`src/rtl/sae_pkg.sv`:
```
// ----------------------------------------------------------------------------
// sae_pkg
// Shared types, constants and helpers of the sprite attribute expander.
// ----------------------------------------------------------------------------
`default_nettype none

package sae_pkg;

  // Field positions and limits of a sprite-list entry
  localparam int unsigned CodeW        = 13;
  localparam int unsigned BankW        = 4;
  localparam int unsigned SpanW        = 3;
  localparam int unsigned CoordW       = 10;
  localparam int unsigned CalcW        = 11;
  localparam int unsigned QueueDepth   = 2;
  localparam int unsigned QueuePtrW    = $clog2(QueueDepth);
  localparam int unsigned QueueCountW  = $clog2(QueueDepth + 1);

  localparam logic signed [CalcW-1:0] XWrap     = 11'sd320;
  localparam logic signed [CalcW-1:0] YWrap     = 11'sd256;
  localparam logic signed [CalcW-1:0] WrapSpan  = 11'sd512;
  localparam logic signed [CalcW-1:0] XOrigin   = 11'sd304;
  localparam logic signed [CalcW-1:0] YOrigin   = 11'sd240;
  localparam logic signed [CalcW-1:0] XRightLim = 11'sd320;

  // Decoded sprite, as handed from the front end to the back end
  typedef struct packed {
    logic [CodeW-1:0]         base;
    logic [SpanW-1:0]         span;   // tiles in column minus one
    logic [BankW-1:0]         bank;
    logic                     fx;
    logic                     fy;
    logic signed [CoordW-1:0] sx;
    logic signed [CoordW-1:0] sy;
  } sae_desc_t;

  typedef struct packed {
    logic      push;
    sae_desc_t desc;
  } sae_push_t;

  typedef struct packed {
    logic full;
    logic empty;
  } sae_qstat_t;

  // Column height code to (tile count - 1)
  function automatic logic [SpanW-1:0] span_of(input logic [1:0] height);
    logic [SpanW-1:0] s;
    case (height)
      2'd0:    s = 3'd0;
      2'd1:    s = 3'd1;
      2'd2:    s = 3'd3;
      2'd3:    s = 3'd7;
      default: s = 3'd0;
    endcase
    return s;
  endfunction

endpackage

`default_nettype wire

```
`src/rtl/sae_if.sv`:
```
// ----------------------------------------------------------------------------
// sae_if
// Valid/ready channel interfaces for sprite entries and tile-draw commands.
// ----------------------------------------------------------------------------
`default_nettype none

interface sae_in_if;
  logic        valid;
  logic        ready;
  logic [15:0] position_word;
  logic [15:0] code_word;
  logic [15:0] x_word;
  logic        odd_frame;

  modport source (output valid, position_word, code_word, x_word, odd_frame,
                  input ready);
  modport sink   (input valid, position_word, code_word, x_word, odd_frame,
                  output ready);
endinterface

interface sae_out_if;
  logic              valid;
  logic              ready;
  logic [12:0]       tile_code;
  logic [3:0]        palette_bank;
  logic              flip_x;
  logic              flip_y;
  logic signed [9:0] screen_x;
  logic signed [9:0] screen_y;
  logic              last;

  modport source (output valid, tile_code, palette_bank, flip_x, flip_y,
                  screen_x, screen_y, last, input ready);
  modport sink   (input valid, tile_code, palette_bank, flip_x, flip_y,
                  screen_x, screen_y, last, output ready);
endinterface

`default_nettype wire

```
`src/rtl/sae_front.sv`:
```
// ----------------------------------------------------------------------------
// sae_front
// Accept sprite entries, drop hidden ones and decode the rest for the queue.
// ----------------------------------------------------------------------------
`default_nettype none

module sae_front
  import sae_pkg::*;
(
  sae_in_if.sink     sprite_in,
  input  sae_qstat_t qstat,
  output sae_push_t  qpush
);

  logic [CodeW-1:0]        code;
  logic signed [CalcW-1:0] x_raw;
  logic signed [CalcW-1:0] y_raw;
  logic signed [CalcW-1:0] x_adj;
  logic signed [CalcW-1:0] y_adj;
  logic signed [CalcW-1:0] sx_full;
  logic signed [CalcW-1:0] sy_full;
  logic [SpanW-1:0]        span;
  logic                    hidden;

  assign sprite_in.ready = !qstat.full;

  always_comb begin
    code    = sprite_in.code_word[CodeW-1:0];
    x_raw   = $signed({2'b00, sprite_in.x_word[8:0]});
    y_raw   = $signed({2'b00, sprite_in.position_word[8:0]});
    x_adj   = (x_raw >= XWrap) ? x_raw - WrapSpan : x_raw;
    y_adj   = (y_raw >= YWrap) ? y_raw - WrapSpan : y_raw;
    sx_full = XOrigin - x_adj;
    sy_full = YOrigin - y_adj;
    span    = span_of(sprite_in.position_word[10:9]);
    // unused entry, flashing on odd frame, or past the right edge
    hidden  = (code == '0)
           || (sprite_in.position_word[12] && sprite_in.odd_frame)
           || (sx_full > XRightLim);

    qpush.push      = sprite_in.valid && !qstat.full && !hidden;
    qpush.desc.base = code & ~{{(CodeW-SpanW){1'b0}}, span};
    qpush.desc.span = span;
    qpush.desc.bank = sprite_in.x_word[12:9];
    qpush.desc.fx   = sprite_in.position_word[13];
    qpush.desc.fy   = sprite_in.position_word[14];
    qpush.desc.sx   = sx_full[CoordW-1:0];
    qpush.desc.sy   = sy_full[CoordW-1:0];
  end

endmodule

`default_nettype wire

```
`src/rtl/sae_queue.sv`:
```
// ----------------------------------------------------------------------------
// sae_queue
// Short FIFO of decoded sprites between the front and back ends.
// ----------------------------------------------------------------------------
`default_nettype none

module sae_queue
  import sae_pkg::*;
(
  input  logic       clk,
  input  logic       rst,
  input  sae_push_t  qpush,
  input  logic       pop,
  output sae_qstat_t qstat,
  output sae_desc_t  head
);

  sae_desc_t              entries [QueueDepth];
  logic [QueuePtrW-1:0]   wr_ptr;
  logic [QueuePtrW-1:0]   rd_ptr;
  logic [QueueCountW-1:0] count;
  logic                   do_push;
  logic                   do_pop;

  assign qstat.full  = (count == QueueCountW'(QueueDepth));
  assign qstat.empty = (count == '0);
  assign head        = entries[rd_ptr];
  assign do_push     = qpush.push && !qstat.full;
  assign do_pop      = pop && !qstat.empty;

  always_ff @(posedge clk) begin
    if (do_push) begin
      entries[wr_ptr] <= qpush.desc;
    end
  end

  always_ff @(posedge clk) begin
    if (rst) begin
      wr_ptr <= '0;
      rd_ptr <= '0;
      count  <= '0;
    end else begin
      if (do_push) begin
        wr_ptr <= (wr_ptr == QueuePtrW'(QueueDepth - 1)) ? '0 : wr_ptr + 1'b1;
      end
      if (do_pop) begin
        rd_ptr <= (rd_ptr == QueuePtrW'(QueueDepth - 1)) ? '0 : rd_ptr + 1'b1;
      end
      case ({do_push, do_pop})
        2'b10:   count <= count + 1'b1;
        2'b01:   count <= count - 1'b1;
        default: count <= count;
      endcase
    end
  end

endmodule

`default_nettype wire

```
`src/rtl/sae_back.sv`:
```
// ----------------------------------------------------------------------------
// sae_back
// Walk a decoded sprite down its column, one tile per cycle unless stalled.
// ----------------------------------------------------------------------------
`default_nettype none

module sae_back
  import sae_pkg::*;
(
  input  logic       clk,
  input  logic       rst,
  input  sae_qstat_t qstat,
  input  sae_desc_t  head,
  output logic       pop,
  sae_out_if.source  tile_out
);

  sae_desc_t               cur;
  logic [SpanW-1:0]        step;
  logic                    busy;
  logic                    advance;
  logic [SpanW-1:0]        offset;
  logic signed [CoordW-1:0] ty;

  assign advance = !tile_out.valid || tile_out.ready;
  assign pop     = !busy && !qstat.empty;

  always_comb begin
    offset = cur.fy ? step : (cur.span & ~step);
    ty     = cur.sy - $signed({{(CoordW-SpanW-4){1'b0}}, step, 4'b0000});
  end

  always_ff @(posedge clk) begin
    if (pop) begin
      cur <= head;
    end
    if (busy && advance) begin
      tile_out.tile_code    <= cur.base | {{(CodeW-SpanW){1'b0}}, offset};
      tile_out.palette_bank <= cur.bank;
      tile_out.flip_x       <= cur.fx;
      tile_out.flip_y       <= cur.fy;
      tile_out.screen_x     <= cur.sx;
      tile_out.screen_y     <= ty;
      tile_out.last         <= (step == '0);
    end
  end

  always_ff @(posedge clk) begin
    if (rst) begin
      busy           <= 1'b0;
      step           <= '0;
      tile_out.valid <= 1'b0;
    end else begin
      if (pop) begin
        busy <= 1'b1;
        step <= head.span;
      end else if (busy && advance) begin
        if (step == '0) begin
          busy <= 1'b0;
        end else begin
          step <= step - 1'b1;
        end
      end
      if (advance) begin
        tile_out.valid <= busy;
      end
    end
  end

endmodule

`default_nettype wire

```
`src/rtl/sprite_attribute_expander_core.sv`:
```
// Order: a visible sprite's entry is written into the queue, loaded into the
// back end, and its tile commands are registered at the output one per cycle
// while the output is not stalled. A sprite of 1, 2, 4 or 8 tiles holds the command
// stepper until its last tile is issued; a hidden entry is dropped at acceptance.
// Reset: synchronous, active high; empties the queue and the output stage.
// ----------------------------------------------------------------------------
// sprite_attribute_expander_core
// Expand sprite-list entries into per-tile draw commands.
// ----------------------------------------------------------------------------
`default_nettype none

module sprite_attribute_expander_core
  import sae_pkg::*;
(
  input  logic      clk,
  input  logic      rst,
  sae_in_if.sink    sprite_in,
  sae_out_if.source tile_out
);

  // Front end: take an entry whenever the queue has room, drop unused,
  // flashing-on-odd-frame and off-right entries there and then, and decode
  // position, span and base code for the survivors.
  sae_push_t  qpush;
  sae_qstat_t qstat;
  sae_desc_t  head;
  logic       pop;

  sae_front u_front (
    .sprite_in (sprite_in),
    .qstat     (qstat),
    .qpush     (qpush)
  );

  // Two-entry queue: lets the front keep taking entries while the back
  // is still working down a tall column or stalled by the consumer.
  sae_queue u_queue (
    .clk   (clk),
    .rst   (rst),
    .qpush (qpush),
    .pop   (pop),
    .qstat (qstat),
    .head  (head)
  );

  // Back end: load one sprite, then step from the top tile of the column
  // to the bottom, one registered command per cycle; hold on back-pressure.
  sae_back u_back (
    .clk      (clk),
    .rst      (rst),
    .qstat    (qstat),
    .head     (head),
    .pop      (pop),
    .tile_out (tile_out)
  );

endmodule

`default_nettype wire

```
`src/flat_wrapper.sv`:
```
// flat-port wrapper written by rule: the top's interface ports become plain ports
module sprite_attribute_expander_core_flat import sae_pkg::*;
  (clk, rst, sprite_in_valid, sprite_in_position_word, sprite_in_code_word, sprite_in_x_word, sprite_in_odd_frame, sprite_in_ready, tile_out_valid, tile_out_tile_code, tile_out_palette_bank, tile_out_flip_x, tile_out_flip_y, tile_out_screen_x, tile_out_screen_y, tile_out_last, tile_out_ready);
  sae_in_if sprite_in_i ();
  sae_out_if tile_out_i ();
  input  logic clk;
  input  logic rst;
  input wire logic [$bits(sprite_in_i.valid)-1:0] sprite_in_valid;
  input wire logic [$bits(sprite_in_i.position_word)-1:0] sprite_in_position_word;
  input wire logic [$bits(sprite_in_i.code_word)-1:0] sprite_in_code_word;
  input wire logic [$bits(sprite_in_i.x_word)-1:0] sprite_in_x_word;
  input wire logic [$bits(sprite_in_i.odd_frame)-1:0] sprite_in_odd_frame;
  output wire logic [$bits(sprite_in_i.ready)-1:0] sprite_in_ready;
  output wire logic [$bits(tile_out_i.valid)-1:0] tile_out_valid;
  output wire logic [$bits(tile_out_i.tile_code)-1:0] tile_out_tile_code;
  output wire logic [$bits(tile_out_i.palette_bank)-1:0] tile_out_palette_bank;
  output wire logic [$bits(tile_out_i.flip_x)-1:0] tile_out_flip_x;
  output wire logic [$bits(tile_out_i.flip_y)-1:0] tile_out_flip_y;
  output wire logic [$bits(tile_out_i.screen_x)-1:0] tile_out_screen_x;
  output wire logic [$bits(tile_out_i.screen_y)-1:0] tile_out_screen_y;
  output wire logic [$bits(tile_out_i.last)-1:0] tile_out_last;
  input wire logic [$bits(tile_out_i.ready)-1:0] tile_out_ready;
  assign sprite_in_i.valid = sprite_in_valid;
  assign sprite_in_i.position_word = sprite_in_position_word;
  assign sprite_in_i.code_word = sprite_in_code_word;
  assign sprite_in_i.x_word = sprite_in_x_word;
  assign sprite_in_i.odd_frame = sprite_in_odd_frame;
  assign sprite_in_ready = sprite_in_i.ready;
  assign tile_out_valid = tile_out_i.valid;
  assign tile_out_tile_code = tile_out_i.tile_code;
  assign tile_out_palette_bank = tile_out_i.palette_bank;
  assign tile_out_flip_x = tile_out_i.flip_x;
  assign tile_out_flip_y = tile_out_i.flip_y;
  assign tile_out_screen_x = tile_out_i.screen_x;
  assign tile_out_screen_y = tile_out_i.screen_y;
  assign tile_out_last = tile_out_i.last;
  assign tile_out_i.ready = tile_out_ready;
  sprite_attribute_expander_core u_core (.clk(clk), .rst(rst), .sprite_in(sprite_in_i), .tile_out(tile_out_i));
endmodule
```
`config.mk`:
```
export PLATFORM = sky130hd
export DESIGN_NAME = sprite_attribute_expander_core_flat
export DESIGN_NICKNAME = d
export VERILOG_FILES = /design/src/rtl/sae_pkg.sv /design/src/rtl/sae_if.sv /design/src/rtl/sae_front.sv /design/src/rtl/sae_queue.sv /design/src/rtl/sae_back.sv /design/src/rtl/sprite_attribute_expander_core.sv /design/src/flat_wrapper.sv
export SDC_FILE = /design/constraint.sdc
export NUM_CORES = 1
export LEC_CHECK = 0
export BUFFER_PORTS_ARGS = -buffer_cell sky130_fd_sc_hd__buf_2
export CORE_MARGIN = 2
export CORE_UTILIZATION = 45
export DETAILED_ROUTE_END_ITERATION = 10
export PLACE_DENSITY_LB_ADDON = 0.12
export SYNTH_ARGS = -nofsm -noshare
export SYNTH_HDL_FRONTEND = slang
export SYNTH_SLANG_ARGS = --single-unit
```
`constraint.sdc`:
```
create_clock -name clk -period 12.3 [get_ports clk]
set_clock_uncertainty 0.2 [all_clocks]
set_input_delay 2.46 -clock clk [delete_from_list [all_inputs] [get_ports clk]]
set_output_delay 2.46 -clock clk [all_outputs]
set_load 0.03 [all_outputs]
```
==> flow_metrics.env <==
export IMPL_status="complete, no violations"
export IMPL_period_share_pct=41.73
export IMPL_final_nets=529
export IMPL_yosysMostFrequentCell="edfxtp_1"
export IMPL_drt_drc_violations_left=0
export IMPL_met1_usage_pct=17.80
export IMPL_clkTransAtPathRegs_ns=0.06
export IMPL_dpl_cell_area_um2=7306
export IMPL_fin_setup_tns_ns=0
export IMPL_grtUsageMet3_pct=4.407
export IMPL_worst_path_max_fanout=26
export IMPL_hold_depth=0
export IMPL_max_slew_margin_rel_pct=22.99
export IMPL_die_h_um=125.5
export IMPL_post_cts_resize_count=0
export IMPL_ir_worst_vdd_v=0.0001006
export IMPL_cts_root_buf="clkbuf_16"
export IMPL_async_flop_share_pct=0
export IMPL_critPathArrivalTime_ns=5.00
export IMPL_dieArea_um2=15740
export IMPL_synth_area_leaders="edfxtp_1 (75%), mux2_2 (4.6%), dfxtp_1 (3.0%)"
export IMPL_start_util_pct=45.86
export IMPL_syn_area_per_cell_um2=18.14
export IMPL_setup_viol=0
export IMPL_grt_antenna_before_repair=0
export IMPL_yosysTopAreaCell="edfxtp_1"
export IMPL_cts_tree="done"
export IMPL_min_path_type="reg2reg"
export IMPL_cts_setup_buffers=0
export IMPL_cts_buffers=17
export IMPL_synth_seq_area_share_pct=78.09
export IMPL_crit_chain="buf_2 > inv_1 > ha_1 > nor3b_2 > o21ai_2 > xnor2_1 > nor3_1 > a211oi_4 > nor2_4 > buf_4"
export IMPL_critPathKind="in2reg"
export IMPL_die_x_um=125.5
export IMPL_synth_top_area_share_pct=75.07
export IMPL_portBuffers=86
export IMPL_multi_input_area_um2=1388
export IMPL_holdBufCountCts=0
export IMPL_fillers=1165
export IMPL_rows=44
export IMPL_total_power_mw=1.854
export IMPL_drt_vias_per_instance=4.974
export IMPL_reg2regPathDepth=6
export IMPL_p_leak_nw=2.827
export IMPL_grt_pass1_vias=3324
export IMPL_yosys_top_cells_count="edfxtp_1 (166), mux2_2 (27), nor2_1 (23), inv_1 (15), mux2_1 (15)"
export IMPL_grt_busiest_layer="met2"
export IMPL_maxCapViolCount=0
export IMPL_final_max_slew_viol_count=0
export IMPL_cp_required_ns=12.17
export IMPL_drt_first_pass_iters=4
export IMPL_diodes=0
export IMPL_ys_types=42
export IMPL_grt_pass1_wl_um=17190
export IMPL_grt_use_met2_pct=24.39
export IMPL_wirelength_um=10970
export IMPL_syn_inst=366
export IMPL_fmax_mhz=194.8
export IMPL_syn_nets=429
export IMPL_drive_above_1_share_pct=34.24
export IMPL_area_sequential_um2=5186
export IMPL_whs_ns=0.2143
export IMPL_wl_per_cell_um=16.55
export IMPL_power_density_nw_per_um2=234.7
export IMPL_clk_latency_ns=0.42
export IMPL_synth_main_ff_cell="edfxtp_1"
export IMPL_core_area_um2=14480
export IMPL_hold_viol_final=0
export IMPL_worstReg2RegEnd="u_core.u_queue.entries[1][16]"
export IMPL_cts_path_max_buffers=2
export IMPL_setup_ws_ns=7.168
export IMPL_grt_usage_pct=14.80
export IMPL_grt_ovfl_total=0
export IMPL_drtIter0Drc=271
export IMPL_holdPathEnd="u_core.u_back.tile_out.tile_code[9]"
export IMPL_synth_area_um2=6640
export IMPL_post_place_ws_ns=6.729
export IMPL_critPathCaptureType="flop"
export IMPL_rsz0062_at_grt="false"
export IMPL_slowest_stage="buf_4"
export IMPL_critical_path_top_delay_family="simple AND/OR/NAND/NOR gates"
export IMPL_globalplace_congestion=0.7390
export IMPL_reg2reg_from="u_core.u_queue.count[0]"
export IMPL_r2r_slack_ns=9.46
export IMPL_synth_seq_cells=176
export IMPL_yosysWarnings=0
export IMPL_io_pins=95
export IMPL_grt_max_degree=44
export IMPL_place_hpwl_um=6777
export IMPL_worstSetupStartpointType="input pin"
export IMPL_cpPeakStageDelay_ns=0.49
export IMPL_cts_sinks=176
export IMPL_synth_edf_count=166
export IMPL_fin_crit_ns=5.132
export IMPL_hp_start="u_core.u_back.cur[38]"
export IMPL_postRouteAntennaNets=0
export IMPL_vias=3298
export IMPL_critPathBufInv=3
export IMPL_worst_pin_slew_ns=1.155
export IMPL_htreeDepth=4
export IMPL_area_delta_synth_final_pct=18.97
export IMPL_final_area_um2=7900
-- flip-flops by register name (all words and copies together) (netlist names), named ones only --
name,flops
u_core.u_back.busy,1
u_core.u_back.cur,42
u_core.u_back.step,3
u_core.u_back.tile_out.flip_x,1
u_core.u_back.tile_out.flip_y,1
u_core.u_back.tile_out.last,1
u_core.u_back.tile_out.palette_bank,4
u_core.u_back.tile_out.screen_x,10
u_core.u_back.tile_out.screen_y,10
u_core.u_back.tile_out.tile_code,13
u_core.u_back.tile_out.valid,1
u_core.u_queue.count,2
u_core.u_queue.entries,84
u_core.u_queue.rd_ptr,1
u_core.u_queue.wr_ptr,1
-- layout make-up --
cell class,count,share of cell area [%]
clock buffer,17,5.385
timing repair buffer,88,5.638
multi-input combinational,168,17.56
clock inverter,15,2.138
tap,184,2.914
inverter,15,0.7127
sequential,176,65.65
-- metrics by stage --
stage               util [%]  std cells
floorplan                  -        366
global placement       50.46        631
detailed placement     50.46        631
CTS                    54.56        663
global route           54.56        663
finish                 54.56        663
-- worst max path at each step --
| stage | start | endpoint | slack [ns] | depth (start not counted) |
|---|---|---|---|---|
| final | sprite_in_x_word[0] | u_core.u_queue.entries[1][16] | 7.17 | 10 |
| after global routing | sprite_in_x_word[0] | u_core.u_queue.entries[1][16] | 6.98 | 10 |
| after CTS | sprite_in_x_word[0] | u_core.u_queue.entries[0][17] | 7.17 | 10 |
| after detailed placement | sprite_in_x_word[0] | u_core.u_queue.entries[0][13] | 6.73 | 10 |
| after global placement | sprite_in_x_word[0] | u_core.u_queue.entries[0][12] | 6.79 | 10 |
| after floorplan | sprite_in_x_word[0] | u_core.u_queue.entries[0][0] | 6.22 | 8 |
-- per-layer routing --
| metal | vias up | wire (um) |
|---|---|---|
| met2 | 85 | 5506 |
| met4 | 0 | 216 |
| met3 | 18 | 523 |
| li1 | 1574 | - |
| met5 | - | 0 |
| met1 | 1621 | 4725 |
-- power breakdown --
group / total [mW] / internal, mW / switching (mW)
registers: 0.940 / 0.874 / 0.0658
clock network: 0.535 / 0.318 / 0.217
logic: 0.379 / 0.124 / 0.255
-- placed cells by master (no fill, tap or decap), types with 6 or more instances in the layout --
cell type and n:
edfxtp_1 166, buf_2 86, mux2_2 27, nor2_1 21, clkbuf_16 17, mux2_1 15, inv_1 14, xor2_1 11
nand2_1 11, xnor2_1 9, ha_1 9, dfxtp_1 9, a21oi_1 7, nor3_1 6, clkinv_2 6
-- cells by family after synthesis --
family | synth area share [%]
flops | 78.09
simple gates | 5.841
mux | 7.499
buf+inv | 1.262
compound gates | 2.261
xor+xnor | 3.053
fa+ha+maj | 1.997
-- worst register-to-register path, delay by kind of cell, from the launching register on --
kind / cells / cell delay [ns]
flip-flops: 1 / 0.40
AO/OA/AOI/OAI: 1 / 0.14
AND/OR/NAND/NOR: 4 / 1.25
buffers and inverters: 1 / 0.50
No activity file was read; power rests on OpenSTA's default activity.
